$ cat src/hw/rtl/srhd_pkg.sv
`timescale 1ns / 1ps

package srhd_pkg;

    // geometry formats
    localparam int COORD_WIDTH = 24;
    localparam int FRAC_BITS   = 8;
    localparam int DIR_WIDTH   = 16;
    localparam int DIR_FRAC    = 14;
    localparam int LEN_WIDTH   = COORD_WIDTH - 1;
    localparam int RECT_WIDTH  = 16;

    // signed position width: segment end points and rectangle edges both fit
    localparam int RECT_POS_W = RECT_WIDTH + 2 + FRAC_BITS;
    localparam int POS_W      = (COORD_WIDTH + 2 > RECT_POS_W) ? COORD_WIDTH + 2 : RECT_POS_W;
    // magnitude of any offset along the segment
    localparam int MAG_W      = COORD_WIDTH + 1;
    localparam int PROD_W     = 2 * MAG_W;
    localparam int QUO_W      = MAG_W;
    localparam int DEN_W      = MAG_W + 1;
    localparam int ROOT_W     = MAG_W;
    localparam int REM_W      = ROOT_W + 3;

    localparam int ONE_PIX    = 1 << FRAC_BITS;
    localparam int NEAR_VERT_SCALE = 100;

    // configuration port
    localparam int CFG_IDX_W  = 3;
    localparam int CFG_DATA_W = COORD_WIDTH;

    localparam logic [CFG_IDX_W-1:0] CFG_ORIGIN_X   = 3'd0;
    localparam logic [CFG_IDX_W-1:0] CFG_ORIGIN_Y   = 3'd1;
    localparam logic [CFG_IDX_W-1:0] CFG_DIR_X      = 3'd2;
    localparam logic [CFG_IDX_W-1:0] CFG_DIR_Y      = 3'd3;
    localparam logic [CFG_IDX_W-1:0] CFG_RAY_LENGTH = 3'd4;

    localparam logic [DIR_WIDTH-1:0] DIR_X_RESET = DIR_WIDTH'(1 << DIR_FRAC);

    // job queue between front and back
    localparam int QUEUE_DEPTH = 4;
    localparam int QPTR_W      = 2;

    typedef logic signed [POS_W-1:0] t_pos;
    typedef logic [MAG_W-1:0]        t_mag;

    typedef enum logic [1:0] {
        KIND_REJECT,
        KIND_STEEP,
        KIND_SLOPED
    } t_kind;

    // ray set-up shared by front and back; user must keep it steady while items are in flight (not enforced)
    typedef struct packed {
        t_pos p1x;
        t_pos p1y;
        t_pos p2y;
        t_pos bx_lo;
        t_pos bx_hi;
        t_pos by_lo;
        t_pos by_hi;
        t_mag adx;
        t_mag ady;
        logic sdx;
        logic sdy;
        logic steep;
    } t_ray;

    // one classified rectangle
    typedef struct packed {
        t_kind kind;
        t_pos  min_x;
        t_pos  max_x;
        t_pos  rect_t;
        t_pos  rect_b;
    } t_job;

    function automatic t_mag mag_of(input t_pos v);
        t_pos n;
        n = v[POS_W-1] ? -v : v;
        return n[MAG_W-1:0];
    endfunction

    function automatic t_pos pos_min(input t_pos a, input t_pos b);
        return (a < b) ? a : b;
    endfunction

    function automatic t_pos pos_max(input t_pos a, input t_pos b);
        return (a > b) ? a : b;
    endfunction

endpackage

$ cat src/hw/rtl/srhd_queue.sv
`timescale 1ns / 1ps

module srhd_queue (
    input  logic           i_clk,
    input  logic           i_rst_n,
    input  logic           i_push,
    input  srhd_pkg::t_job i_job,
    input  logic           i_pop,
    output logic           o_valid,
    output logic           o_full,
    output srhd_pkg::t_job o_job
);
    import srhd_pkg::*;

    t_job              r_mem [QUEUE_DEPTH];
    logic [QPTR_W-1:0] r_wr_ptr;
    logic [QPTR_W-1:0] r_rd_ptr;
    logic [QPTR_W:0]   r_count;
    logic              do_pop;

    assign o_valid = r_count != '0;
    assign o_full  = r_count == (QPTR_W + 1)'(QUEUE_DEPTH);
    assign o_job   = r_mem[r_rd_ptr];
    assign do_pop  = i_pop && o_valid;

    always_ff @(posedge i_clk) begin
        if (i_push) begin
            r_mem[r_wr_ptr] <= i_job;
        end
    end

    always_ff @(posedge i_clk) begin
        if (!i_rst_n) begin
            r_wr_ptr <= '0;
            r_rd_ptr <= '0;
            r_count  <= '0;
        end else begin
            if (i_push) begin
                r_wr_ptr <= r_wr_ptr + 1'b1;
            end
            if (do_pop) begin
                r_rd_ptr <= r_rd_ptr + 1'b1;
            end
            if (i_push && !do_pop) begin
                r_count <= r_count + 1'b1;
            end else if (!i_push && do_pop) begin
                r_count <= r_count - 1'b1;
            end
        end
    end

endmodule

$ cat config.mk
export PLATFORM = sky130hd
export DESIGN_NAME = srhd_queue
export DESIGN_NICKNAME = d
export VERILOG_FILES = /design/src/hw/rtl/srhd_pkg.sv /design/src/hw/rtl/srhd_queue.sv
export SDC_FILE = /design/constraint.sdc
export NUM_CORES = 1
export LEC_CHECK = 0
export ABC_AREA = 1
export BUFFER_PORTS_ARGS = -buffer_cell sky130_fd_sc_hd__buf_2
export CORE_MARGIN = 4
export CORE_UTILIZATION = 40
export DETAILED_ROUTE_END_ITERATION = 6
export PLACE_DENSITY = 0.62
export REMOVE_ABC_BUFFERS = 1
export SLEW_MARGIN = 10
export SYNTH_ARGS = -nofsm -noshare
export SYNTH_HDL_FRONTEND = slang
export SYNTH_SLANG_ARGS = --single-unit
$ cat constraint.sdc
create_clock -name i_clk -period 7.3 [get_ports i_clk]
set_input_delay 1.095 -clock i_clk [delete_from_list [all_inputs] [get_ports i_clk]]
set_output_delay 1.095 -clock i_clk [all_outputs]
set_load 0.01 [all_outputs]
==> summary.txt <==
crit path capture type: output port
f_max: 225 MHz
post-DP HPWL: 19.7 mm
Data arrival, critical path: 3.34 ns
Pins Over Slew Limit: 0
routability cong.: 0.727
die span in x: 209 microns
row count: 73
FF-to-FF setup slack: 4.72 ns
worst-path maximum fanout: 57
Clock Latency Late Sink: 0.56 ns
largest net degree at the start of global routing: 103
Fin Setup TNS: 0 ns
path depth of the worst reg2reg path: 5
CTS max path bufs: 3
placed cells: 1771
number of global-route vias before repair: 9455
Syn Inst Count: 1087
synth unique cells: 21
final WL: 36.2 mm
final core area utilization: 47.8%
Initial Utilization: 40.5%
Area growth, synth to finish: 18.1%
Die H: 209 microns
vias post-DR: 9624
YS warnings: 0
# hold bufs at CTS: 0
clock slew at reported path FFs: 0.06 ns
Power Density: 339 mW/mm^2
CTS Buf Count: 47
Slew headroom: 28.7%
fin crit period: 4.44 ns
CTS resizes: 0
Worst Hold Class: register to register
CTS sink cnt: 433
Final ANT Viol Nets: 0
Core ar.: 0.0398 sq mm
antenna violations before repair: 6
flop and latch count out of synthesis: 433
Worst VDD drop: 0.000308 V
vias per cell: 5.17
DR DRC count: 0
r2r startpoint: r_wr_ptr[0]
run status: finished clean
GRT Overall Usage: 16.0%
WL/cell: 19.5 microns
Port Buffers: 217
Top-Level Pins: 218
part of the Yosys area used for sequential elements: 80.0%
maxcap violations: 0
htree depth: 2
Overflow after GRT: 0
Setup-failing EPs final: 0
Pre-antenna DRT Iters: 5
die area: 0.0436 sq mm
Final Hold Viols: 0
Post-Route Skew: 0.0121 ns
final non-filler cell total: 1860
critical path endpoint: o_job[22]
Slew @ Worst Pin: 1.07 ns
worst r2r dst: r_mem[0][5]
Clock Root Buffer: clkbuf_16
leakage: 6.62 nW
WS Path Type: register to output port
share of cells above drive strength 1: 22.2%
Post-CTS Setup Inserts: 0
CTS tree: built
# fillers: 3496
synthesized area per cell: 14.8 sq um
Startpoint Class: register
RSZ-0062 raised after global routing: no
# nets final: 1411
CP required: 6.20 ns
period utilisation layout: 60.8%
post-synthesis cell area: 0.0161 sq mm
DRT iter0 DRCs: 591
first-pass GRT wire length: 54.8 mm
==> stage by stage <==
stage | power (mW) | setup slack [ns] | cell area [sq um] | hold WS [ns]
3_5_place_dp | 4.27 | 3.36 | 17600 | 0.506
6_report | 6.47 | 2.86 | 19000 | 0.517
5_1_grt | 6.80 | 2.57 | 19000 | 0.535
3_3_place_gp | 4.25 | 3.37 | 17600 | 0.477
2_1_floorplan | 3.70 | 0.505 | 15700 | 0.465
4_1_cts | 6.56 | 2.76 | 19000 | 0.515
==> worst min-delay path by stage <==
stage                      startpoint     endpoint  slack, ns  depth (start not counted)
final                     r_rd_ptr[0]  r_rd_ptr[0]       0.52                          2
after global routing      r_rd_ptr[0]  r_rd_ptr[0]       0.53                          2
after CTS                 r_rd_ptr[0]  r_rd_ptr[0]       0.52                          2
after detailed placement  r_rd_ptr[0]  r_rd_ptr[0]       0.51                          2
after global placement    r_rd_ptr[1]     register       0.48                          2
after floorplan           r_rd_ptr[1]     register       0.46                          2
==> final cells by class <==
| cell class | instances | area [sq um] | area share, % |
|---|---|---|---|
| tap | 525 | 657 | 3.45 |
| sequential | 433 | 12900 | 67.8 |
| timing repair buffer | 227 | 1160 | 6.10 |
| multi-input combinational | 570 | 2750 | 14.4 |
| antenna | 4 | 10.0 | 0.0525 |
| clock buffer | 65 | 1290 | 6.75 |
| clock inverter | 20 | 189 | 0.992 |
| inverter | 16 | 76.3 | 0.401 |
==> state kept, by name, indices dropped and copies added, names as in the netlist, named ones only <==
signal,cells
r_rd_ptr,2
r_mem,424
r_count,3
r_wr_ptr,2
==> kinds of logic after synthesis <==
group,synth area share (%)
buf+inv,2.94
fa+ha+maj,0.512
compound gates,10.9
simple gates,5.54
xor+xnor,0.0543
flops,80.0
==> cells in the final DEF (no fill, tap or decap), types with 2 or more instances in the layout <==
cell	Yosys	routed
dfxtp_1	9	7
buf_4	3	10
bufinv_16	0	4
nand3_1	3	3
o21ai_0	134	134
ha_1	5	5
inv_4	1	4
o21ai_1	81	81
edfxtp_1	424	424
clkbuf_16	0	49
a21oi_1	5	5
nor2_1	218	218
clkinv_2	0	8
clkbuf_1	24	16
diode_2	0	4
clkinv_1	0	9
o22ai_1	106	106
dfxtp_4	0	2
nand2_1	15	15
buf_2	21	217
inv_1	14	10
==> worst max-delay path: stages, from the launching register on <==
cell      delay (ns)
dfxtp_4         0.70
clkinv_2        0.89
buf_4           0.63
o21ai_1         0.18
o22ai_1         0.14
buf_2           0.17
==> Yosys cell counts <==
master / number / area share [%]
a21oi_1: 5 / 0.16
buf_2: 21 / 0.65
buf_4: 3 / 0.14
buf_6: 15 / 1.0
clkbuf_1: 24 / 0.56
clkbuf_2: 5 / 0.16
dfxtp_1: 9 / 1.1
edfxtp_1: 424 / 79
fa_1: 1 / 0.12
ha_1: 5 / 0.39
inv_1: 14 / 0.33
inv_2: 1 / 0.023
inv_4: 1 / 0.039
nand2_1: 15 / 0.35
nand3_1: 3 / 0.093
nor2_1: 218 / 5.1
nor3_1: 1 / 0.031
o21ai_0: 134 / 4.2
o21ai_1: 81 / 2.5
o22ai_1: 106 / 4.1
xor2_1: 1 / 0.054
==> power breakdown <==
group | leakage, nW | internal [mW] | switching, mW
clock | 0.721 | 1.37 | 0.902
sequential | 3.97 | 2.86 | 0.0731
combinational | 1.93 | 0.418 | 0.852
==> per-layer routing <==
| metal | GRT usage [%] | part of all wire (%) | wire length (microns) | up-vias |
|---|---|---|---|---|
| met2 | 25.7 | 47 | 17000 | 272 |
| li1 | - | - | - | 4537 |
| met5 | 0 | 0.097 | 35 | - |
| met1 | 21.4 | 44 | 15800 | 4736 |
| met4 | 4.39 | 2.1 | 759 | 6 |
| met3 | 5.03 | 7.3 | 2650 | 73 |
Power figures use the tool's default switching activity.
