File: src/hw/rtl/srhd_pkg.sv
`timescale 1ns / 1ps

package srhd_pkg;

    // geometry formats
    localparam int COORD_WIDTH = 24;
    localparam int FRAC_BITS   = 8;
    localparam int DIR_WIDTH   = 16;
    localparam int DIR_FRAC    = 14;
    localparam int LEN_WIDTH   = COORD_WIDTH - 1;
    localparam int RECT_WIDTH  = 16;

    // signed position width: segment end points and rectangle edges both fit
    localparam int RECT_POS_W = RECT_WIDTH + 2 + FRAC_BITS;
    localparam int POS_W      = (COORD_WIDTH + 2 > RECT_POS_W) ? COORD_WIDTH + 2 : RECT_POS_W;
    // magnitude of any offset along the segment
    localparam int MAG_W      = COORD_WIDTH + 1;
    localparam int PROD_W     = 2 * MAG_W;
    localparam int QUO_W      = MAG_W;
    localparam int DEN_W      = MAG_W + 1;
    localparam int ROOT_W     = MAG_W;
    localparam int REM_W      = ROOT_W + 3;

    localparam int ONE_PIX    = 1 << FRAC_BITS;
    localparam int NEAR_VERT_SCALE = 100;

    // configuration port
    localparam int CFG_IDX_W  = 3;
    localparam int CFG_DATA_W = COORD_WIDTH;

    localparam logic [CFG_IDX_W-1:0] CFG_ORIGIN_X   = 3'd0;
    localparam logic [CFG_IDX_W-1:0] CFG_ORIGIN_Y   = 3'd1;
    localparam logic [CFG_IDX_W-1:0] CFG_DIR_X      = 3'd2;
    localparam logic [CFG_IDX_W-1:0] CFG_DIR_Y      = 3'd3;
    localparam logic [CFG_IDX_W-1:0] CFG_RAY_LENGTH = 3'd4;

    localparam logic [DIR_WIDTH-1:0] DIR_X_RESET = DIR_WIDTH'(1 << DIR_FRAC);

    // job queue between front and back
    localparam int QUEUE_DEPTH = 4;
    localparam int QPTR_W      = 2;

    typedef logic signed [POS_W-1:0] t_pos;
    typedef logic [MAG_W-1:0]        t_mag;

    typedef enum logic [1:0] {
        KIND_REJECT,
        KIND_STEEP,
        KIND_SLOPED
    } t_kind;

    // ray set-up shared by front and back; user must keep it steady while items are in flight (not enforced)
    typedef struct packed {
        t_pos p1x;
        t_pos p1y;
        t_pos p2y;
        t_pos bx_lo;
        t_pos bx_hi;
        t_pos by_lo;
        t_pos by_hi;
        t_mag adx;
        t_mag ady;
        logic sdx;
        logic sdy;
        logic steep;
    } t_ray;

    // one classified rectangle
    typedef struct packed {
        t_kind kind;
        t_pos  min_x;
        t_pos  max_x;
        t_pos  rect_t;
        t_pos  rect_b;
    } t_job;

    function automatic t_mag mag_of(input t_pos v);
        t_pos n;
        n = v[POS_W-1] ? -v : v;
        return n[MAG_W-1:0];
    endfunction

    function automatic t_pos pos_min(input t_pos a, input t_pos b);
        return (a < b) ? a : b;
    endfunction

    function automatic t_pos pos_max(input t_pos a, input t_pos b);
        return (a > b) ? a : b;
    endfunction

endpackage

File: src/hw/rtl/srhd_front.sv
`timescale 1ns / 1ps

module srhd_front (
    input  logic                                   i_clk,
    input  logic                                   i_rst_n,
    input  logic                                   i_cfg_we,
    input  logic [srhd_pkg::CFG_IDX_W-1:0]         i_cfg_idx,
    input  logic [srhd_pkg::CFG_DATA_W-1:0]        i_cfg_data,
    input  logic                                   i_accept,
    input  logic signed [srhd_pkg::RECT_WIDTH-1:0] i_rect_left,
    input  logic signed [srhd_pkg::RECT_WIDTH-1:0] i_rect_top,
    input  logic [srhd_pkg::RECT_WIDTH-1:0]        i_rect_width,
    input  logic [srhd_pkg::RECT_WIDTH-1:0]        i_rect_height,
    output srhd_pkg::t_ray                         o_ray,
    output logic                                   o_push,
    output srhd_pkg::t_job                         o_job
);
    import srhd_pkg::*;

    localparam int OFS_W = DIR_WIDTH + LEN_WIDTH + 1;
    localparam int N100_W = MAG_W + 7;

    // rounded dir * len / 2^14, ties away from zero
    function automatic t_pos end_offset(input logic [DIR_WIDTH-1:0] dir,
                                        input logic [LEN_WIDTH-1:0] len);
        logic signed [OFS_W-1:0] prod;
        logic [OFS_W-1:0]        pmag;
        logic [OFS_W-1:0]        rsum;
        t_pos                    m;
        prod = $signed(dir) * $signed({1'b0, len});
        pmag = prod[OFS_W-1] ? -prod : prod;
        rsum = pmag + OFS_W'(1 << (DIR_FRAC - 1));
        m    = t_pos'(rsum[OFS_W-1:DIR_FRAC]);
        return prod[OFS_W-1] ? -m : m;
    endfunction

    logic [COORD_WIDTH-1:0] r_org_x;
    logic [COORD_WIDTH-1:0] r_org_y;
    logic [DIR_WIDTH-1:0]   r_dir_x;
    logic [DIR_WIDTH-1:0]   r_dir_y;
    logic [LEN_WIDTH-1:0]   r_len;

    always_ff @(posedge i_clk) begin
        if (!i_rst_n) begin
            r_org_x <= '0;
            r_org_y <= '0;
            r_dir_x <= DIR_X_RESET;
            r_dir_y <= '0;
            r_len   <= '0;
        end else if (i_cfg_we) begin
            case (i_cfg_idx)
                CFG_ORIGIN_X:   r_org_x <= i_cfg_data[COORD_WIDTH-1:0];
                CFG_ORIGIN_Y:   r_org_y <= i_cfg_data[COORD_WIDTH-1:0];
                CFG_DIR_X:      r_dir_x <= i_cfg_data[DIR_WIDTH-1:0];
                CFG_DIR_Y:      r_dir_y <= i_cfg_data[DIR_WIDTH-1:0];
                CFG_RAY_LENGTH: r_len   <= i_cfg_data[LEN_WIDTH-1:0];
                default: ;
            endcase
        end
    end

    // ray set-up: end point, then box, deltas and steepness
    t_pos r_p2x;
    t_pos r_p2y;
    t_pos p1x;
    t_pos p1y;
    t_pos dx;
    t_pos dy;
    t_mag n_adx;
    logic [N100_W-1:0] adx100;
    t_ray r_ray;

    assign p1x = t_pos'($signed(r_org_x));
    assign p1y = t_pos'($signed(r_org_y));
    assign dx  = r_p2x - p1x;
    assign dy  = r_p2y - p1y;
    assign n_adx  = mag_of(dx);
    assign adx100 = N100_W'(n_adx) * N100_W'(NEAR_VERT_SCALE);

    always_ff @(posedge i_clk) begin
        r_p2x <= p1x + end_offset(r_dir_x, r_len);
        r_p2y <= p1y + end_offset(r_dir_y, r_len);

        r_ray.p1x   <= p1x;
        r_ray.p1y   <= p1y;
        r_ray.p2y   <= r_p2y;
        r_ray.bx_lo <= pos_min(p1x, r_p2x);
        r_ray.bx_hi <= pos_max(p1x, r_p2x);
        r_ray.by_lo <= pos_min(p1y, r_p2y);
        r_ray.by_hi <= pos_max(p1y, r_p2y);
        r_ray.adx   <= n_adx;
        r_ray.ady   <= mag_of(dy);
        r_ray.sdx   <= dx[POS_W-1];
        r_ray.sdy   <= dy[POS_W-1];
        r_ray.steep <= adx100 <= N100_W'(ONE_PIX);
    end

    assign o_ray = r_ray;

    // item pipeline: capture, edges in Q.8, classify
    logic                         r_f1_v;
    logic signed [RECT_WIDTH-1:0] r_f1_left;
    logic signed [RECT_WIDTH-1:0] r_f1_top;
    logic [RECT_WIDTH-1:0]        r_f1_width;
    logic [RECT_WIDTH-1:0]        r_f1_height;

    logic r_f2_v;
    t_pos r_f2_l;
    t_pos r_f2_t;
    t_pos r_f2_r;
    t_pos r_f2_b;
    t_pos n_l;
    t_pos n_t;

    logic r_f3_v;
    t_job r_f3_job;

    t_pos one;
    t_pos lo_x;
    t_pos hi_x;
    t_pos max_x;
    t_pos lo_y;
    t_pos hi_y;
    logic box_ok;
    t_job n_job;

    assign n_l = t_pos'($signed(r_f1_left)) <<< FRAC_BITS;
    assign n_t = t_pos'($signed(r_f1_top)) <<< FRAC_BITS;

    assign one    = t_pos'(ONE_PIX);
    assign lo_x   = pos_max(r_ray.bx_lo, r_f2_l);
    assign hi_x   = pos_min(r_ray.bx_hi + one, r_f2_r);
    assign max_x  = pos_min(r_ray.bx_hi, r_f2_r);
    assign lo_y   = pos_max(r_ray.by_lo, r_f2_t);
    assign hi_y   = pos_min(r_ray.by_hi + one, r_f2_b);
    assign box_ok = (lo_x < hi_x) && (lo_y < hi_y) && (lo_x <= max_x);

    always_comb begin
        n_job.min_x  = lo_x;
        n_job.max_x  = max_x;
        n_job.rect_t = r_f2_t;
        n_job.rect_b = r_f2_b;
        if (!box_ok) begin
            n_job.kind = KIND_REJECT;
        end else if (r_ray.steep) begin
            n_job.kind = KIND_STEEP;
        end else begin
            n_job.kind = KIND_SLOPED;
        end
    end

    always_ff @(posedge i_clk) begin
        if (!i_rst_n) begin
            r_f1_v <= 1'b0;
            r_f2_v <= 1'b0;
            r_f3_v <= 1'b0;
        end else begin
            r_f1_v <= i_accept;
            r_f2_v <= r_f1_v;
            r_f3_v <= r_f2_v;
        end
        r_f1_left   <= i_rect_left;
        r_f1_top    <= i_rect_top;
        r_f1_width  <= i_rect_width;
        r_f1_height <= i_rect_height;
        r_f2_l      <= n_l;
        r_f2_t      <= n_t;
        r_f2_r      <= n_l + (t_pos'(r_f1_width) <<< FRAC_BITS);
        r_f2_b      <= n_t + (t_pos'(r_f1_height) <<< FRAC_BITS);
        r_f3_job    <= n_job;
    end

    assign o_push = r_f3_v;
    assign o_job  = r_f3_job;

endmodule

File: config.mk
export PLATFORM = sky130hd
export DESIGN_NAME = srhd_front
export DESIGN_NICKNAME = d
export VERILOG_FILES = /design/src/hw/rtl/srhd_pkg.sv /design/src/hw/rtl/srhd_front.sv
export SDC_FILE = /design/constraint.sdc
export NUM_CORES = 2
export LEC_CHECK = 0
export BUFFER_PORTS_ARGS = -buffer_cell sky130_fd_sc_hd__buf_2
export CAP_MARGIN = 20
export CORE_AREA = 4 4 424 426
export DETAILED_ROUTE_END_ITERATION = 8
export DIE_AREA = 0 0 428 430
export SLEW_MARGIN = 20
export SYNTH_ARGS = -nofsm -noshare
export SYNTH_HDL_FRONTEND = slang
export SYNTH_SLANG_ARGS = --single-unit
File: constraint.sdc
create_clock -name i_clk -period 23.6 [get_ports i_clk]
set_input_delay 4.72 -clock i_clk [delete_from_list [all_inputs] [get_ports i_clk]]
set_output_delay 4.72 -clock i_clk [all_outputs]
set_load 0.1 [all_outputs]
==> impl_results.md <==
- Number of global-route vias before repair: 50,240
- DRT Pass-1 Iters: 6
- Most common cell after layout, fill and taps aside: inv_1
- Via count: between 50,000 and 60,000
- Post-synthesis sequential area ratio: 0.199
- Vias/cell: between 5 and 6
- Hold Crit Class: reg -> reg
- Post-route ant nets: 0
- Synth Cell Area: between 60,000 and 70,000 µm²
- Clk_skew: 59.2 ps
- Met1 Use GR: 0.270
- WL/cell: approximately 19 µm
- PwrDens: approximately 110 nW/µm²
- Final min period: about 13,000 ps
- Cell mode on critical path: fa_1
- Die ar.: between 150,000 and 200,000 µm²
- Rows: 154
- Final worst slack: between 10,000 and 15,000 ps
- Top cells by area, synth: fa_1 (20%), dfxtp_1 (20%), ha_1 (14%)
- CTS HTree Levels: 2
- Global route total overflow: 0
- Max Clk Rate: about 0.075 GHz
- Static Leak: about 33 nW
- Post-layout nets: approximately 8,700
- Main synth FF type: dfxtp_1
- Pre-CTS setup slack: 10,510 ps
- Met2 Use GR: 0.334
- Worst path required time: about 24,000 ps
- Hold Buf Count CTS: 0
- CP endpoint kind: register
- Syn Inst Count: roughly 7,100
- Async S/R FF share, synth: 0
- Io pins: approximately 440
- Post-DP HPWL: between 150,000 and 200,000 µm
- Worst Setup Start Kind: register
- Seq cells post-synth: about 610
- First-pass GRT wire length: 295,000 µm
- Slowest cell on crit path: dfxtp_1
- Commonest non-fill, non-tap cells in the layout: inv_1 (1,033), nand2_1 (870), ha_1 (664)
- Period Utilization, post-route: 0.565
- Setup TNS: 0 ps
- Initial Util: 0.349
- Total power: 7.30 mW
- Die X: 428 µm
- Status: completed
- Slew @ Worst Pin: around 1100 ps
- Routing usage on met3: 0.0209
- Register clock-pin slew on the reported worst setup and hold paths: around 70 ps
- Root buffer cell: clkbuf_16
- RSZ-0062 raised after global routing: false
- Max-Cap Viols: 0
- Post-CTS sizing: 0
- Top Usage Layer GRT: met2
- Drc violations: 0
- Global placer's final weighted congestion: 0.952
- Yosys cell types: 95
- Max VDD drop: ~0.22 mV
- EDFF count, synth: 0
- Area share of the largest cell type after synthesis: 0.199
- Initial antenna violation count: 8
- Iter 0 DRT Violations: around 3,700
- CP max stage delay: about 750 ps
- CTS tree: yes
- CORE AREA: between 150,000 and 200,000 µm²
- Critical path fanouts, max: 65
- Post-CTS Setup Inserts: 0
- CTS buffer count: 60
- Max_slew headroom: 0.250
- Clock buffer depth: 3
- Maximum number of pins on one net before global-route repair: 92
- Max-slew violation count: 0
- Die Ht: between 400 and 500 µm
- Setup violators final: 0
- Crit Path Category: reg -> reg
- GRT Total Usage: 0.201
- Sink Count: between 600 and 700
- Total Routed Length: between 150,000 and 200,000 µm
- Ys Warns: 0
- Final Hold Viols: 0
- IO buf count: 420
- Cell taking the most area after synthesis: fa_1
- Clock Latency Late Sink: ~680 ps
- Crit path DAT: 13,930 ps
- Hold_ws: 352 ps
- Layout area overhead: 10.6%
- Share of cells above drive strength 1: 0.101
- Mean post-synth cell area: around 8.6 µm²
through the flow:
step                cell area, µm²  std cells  utilization
global placement             65600       9627        0.373
detailed placement           65600       9627        0.373
global route                 67800       9745        0.386
CTS                          67700       9739        0.386
finish                       67800       9746        0.386
floorplan                    61300       7109            -
power by group:
| group | internal (mW) | leakage, nW | switching [mW] |
|---|---|---|---|
| clock | 0.578 | 1.01 | 0.453 |
| combinational | 1.73 | 26.6 | 3.22 |
| sequential | 1.18 | 5.03 | 0.132 |
| total | 3.50 | 32.6 | 3.81 |
worst paths after layout:
path            startpoint         end  slack [ps]  depth (start not counted)
min          r_f1_left[12]  r_f2_l[20]         350                          0
min reg2reg  r_f1_left[12]  r_f2_l[20]         350                          0
max reg2reg       r_len[9]   r_p2y[25]       10270                         46
max               r_len[9]   r_p2y[25]       10270                         46
worst max-delay path: cells and delay by family, from the launching register on:
kind,cells,cell delay [ps]
xor gates and xnor gates,5,1090
DFF,1,750
buffers and inverters,6,1230
AOI/OAI and AO/OA,18,4230
adders and majority gates,9,4150
and+or+nand+nor,8,1750
registers in the layout, summed over array words and instances (netlist names), 18 cells and up:
| register | flops |
|---|---|
| o_job | 88 |
| o_ray | 231 |
| r_f2_b | 18 |
| r_f2_r | 18 |
| r_len | 23 |
| r_org_x | 24 |
| r_org_y | 24 |
| r_p2x | 26 |
| r_p2y | 26 |
logic make-up (layout without fill, tap and decap cells):
group / count (synthesis) / in the layout / share of synthesized area
simple gates: 2160 / 2160 / 0.172
buf+inv: 1335 / 1626 / 0.0838
fa+ha+maj: 1274 / 1274 / 0.335
compound gates: 1165 / 1165 / 0.126
flops: 609 / 609 / 0.199
xor+xnor: 389 / 389 / 0.0556
mux: 161 / 161 / 0.0282
other cells: 1 / 22 / 0.0000612
cells in the mapped netlist, drive strengths merged (15+ instances only):
library cell,instances
clkbuf,253
o21bai,41
mux2i,67
and2,369
nor2,308
a21boi,137
o31ai,32
a211o,15
nand4,57
fa,610
xor2,119
nor2b,63
a21oi,262
ha,664
o211ai,34
inv,1033
a21o,116
o21ai,242
a31oi,27
and3,37
nand2b,60
xnor2,270
o21a,64
or2,23
dfxtp,609
o31a,15
or4,19
buf,48
and4,21
or3,34
nor3,96
a211oi,28
a2111oi,16
mux2,94
nor4,42
nand2,870
nand3,107
metal layers:
metal	wire, µm	vias up
li1	-	23720
met4	8000	0
met1	82800	24703
met2	88100	1582
met3	10100	286
met5	0	-
area by class of cell:
class / instances / area [µm²]
fillers: 17843 / 108000
multi-input cells: 5165 / 44100
flip-flops and latches: 609 / 12200
inverters: 1034 / 3880
well taps: 2340 / 2930
repair buffers: 480 / 2560
clock buffers: 77 / 1650
clock inverters: 35 / 468
diodes: 6 / 15.0
Power figures use the tool's default switching activity.
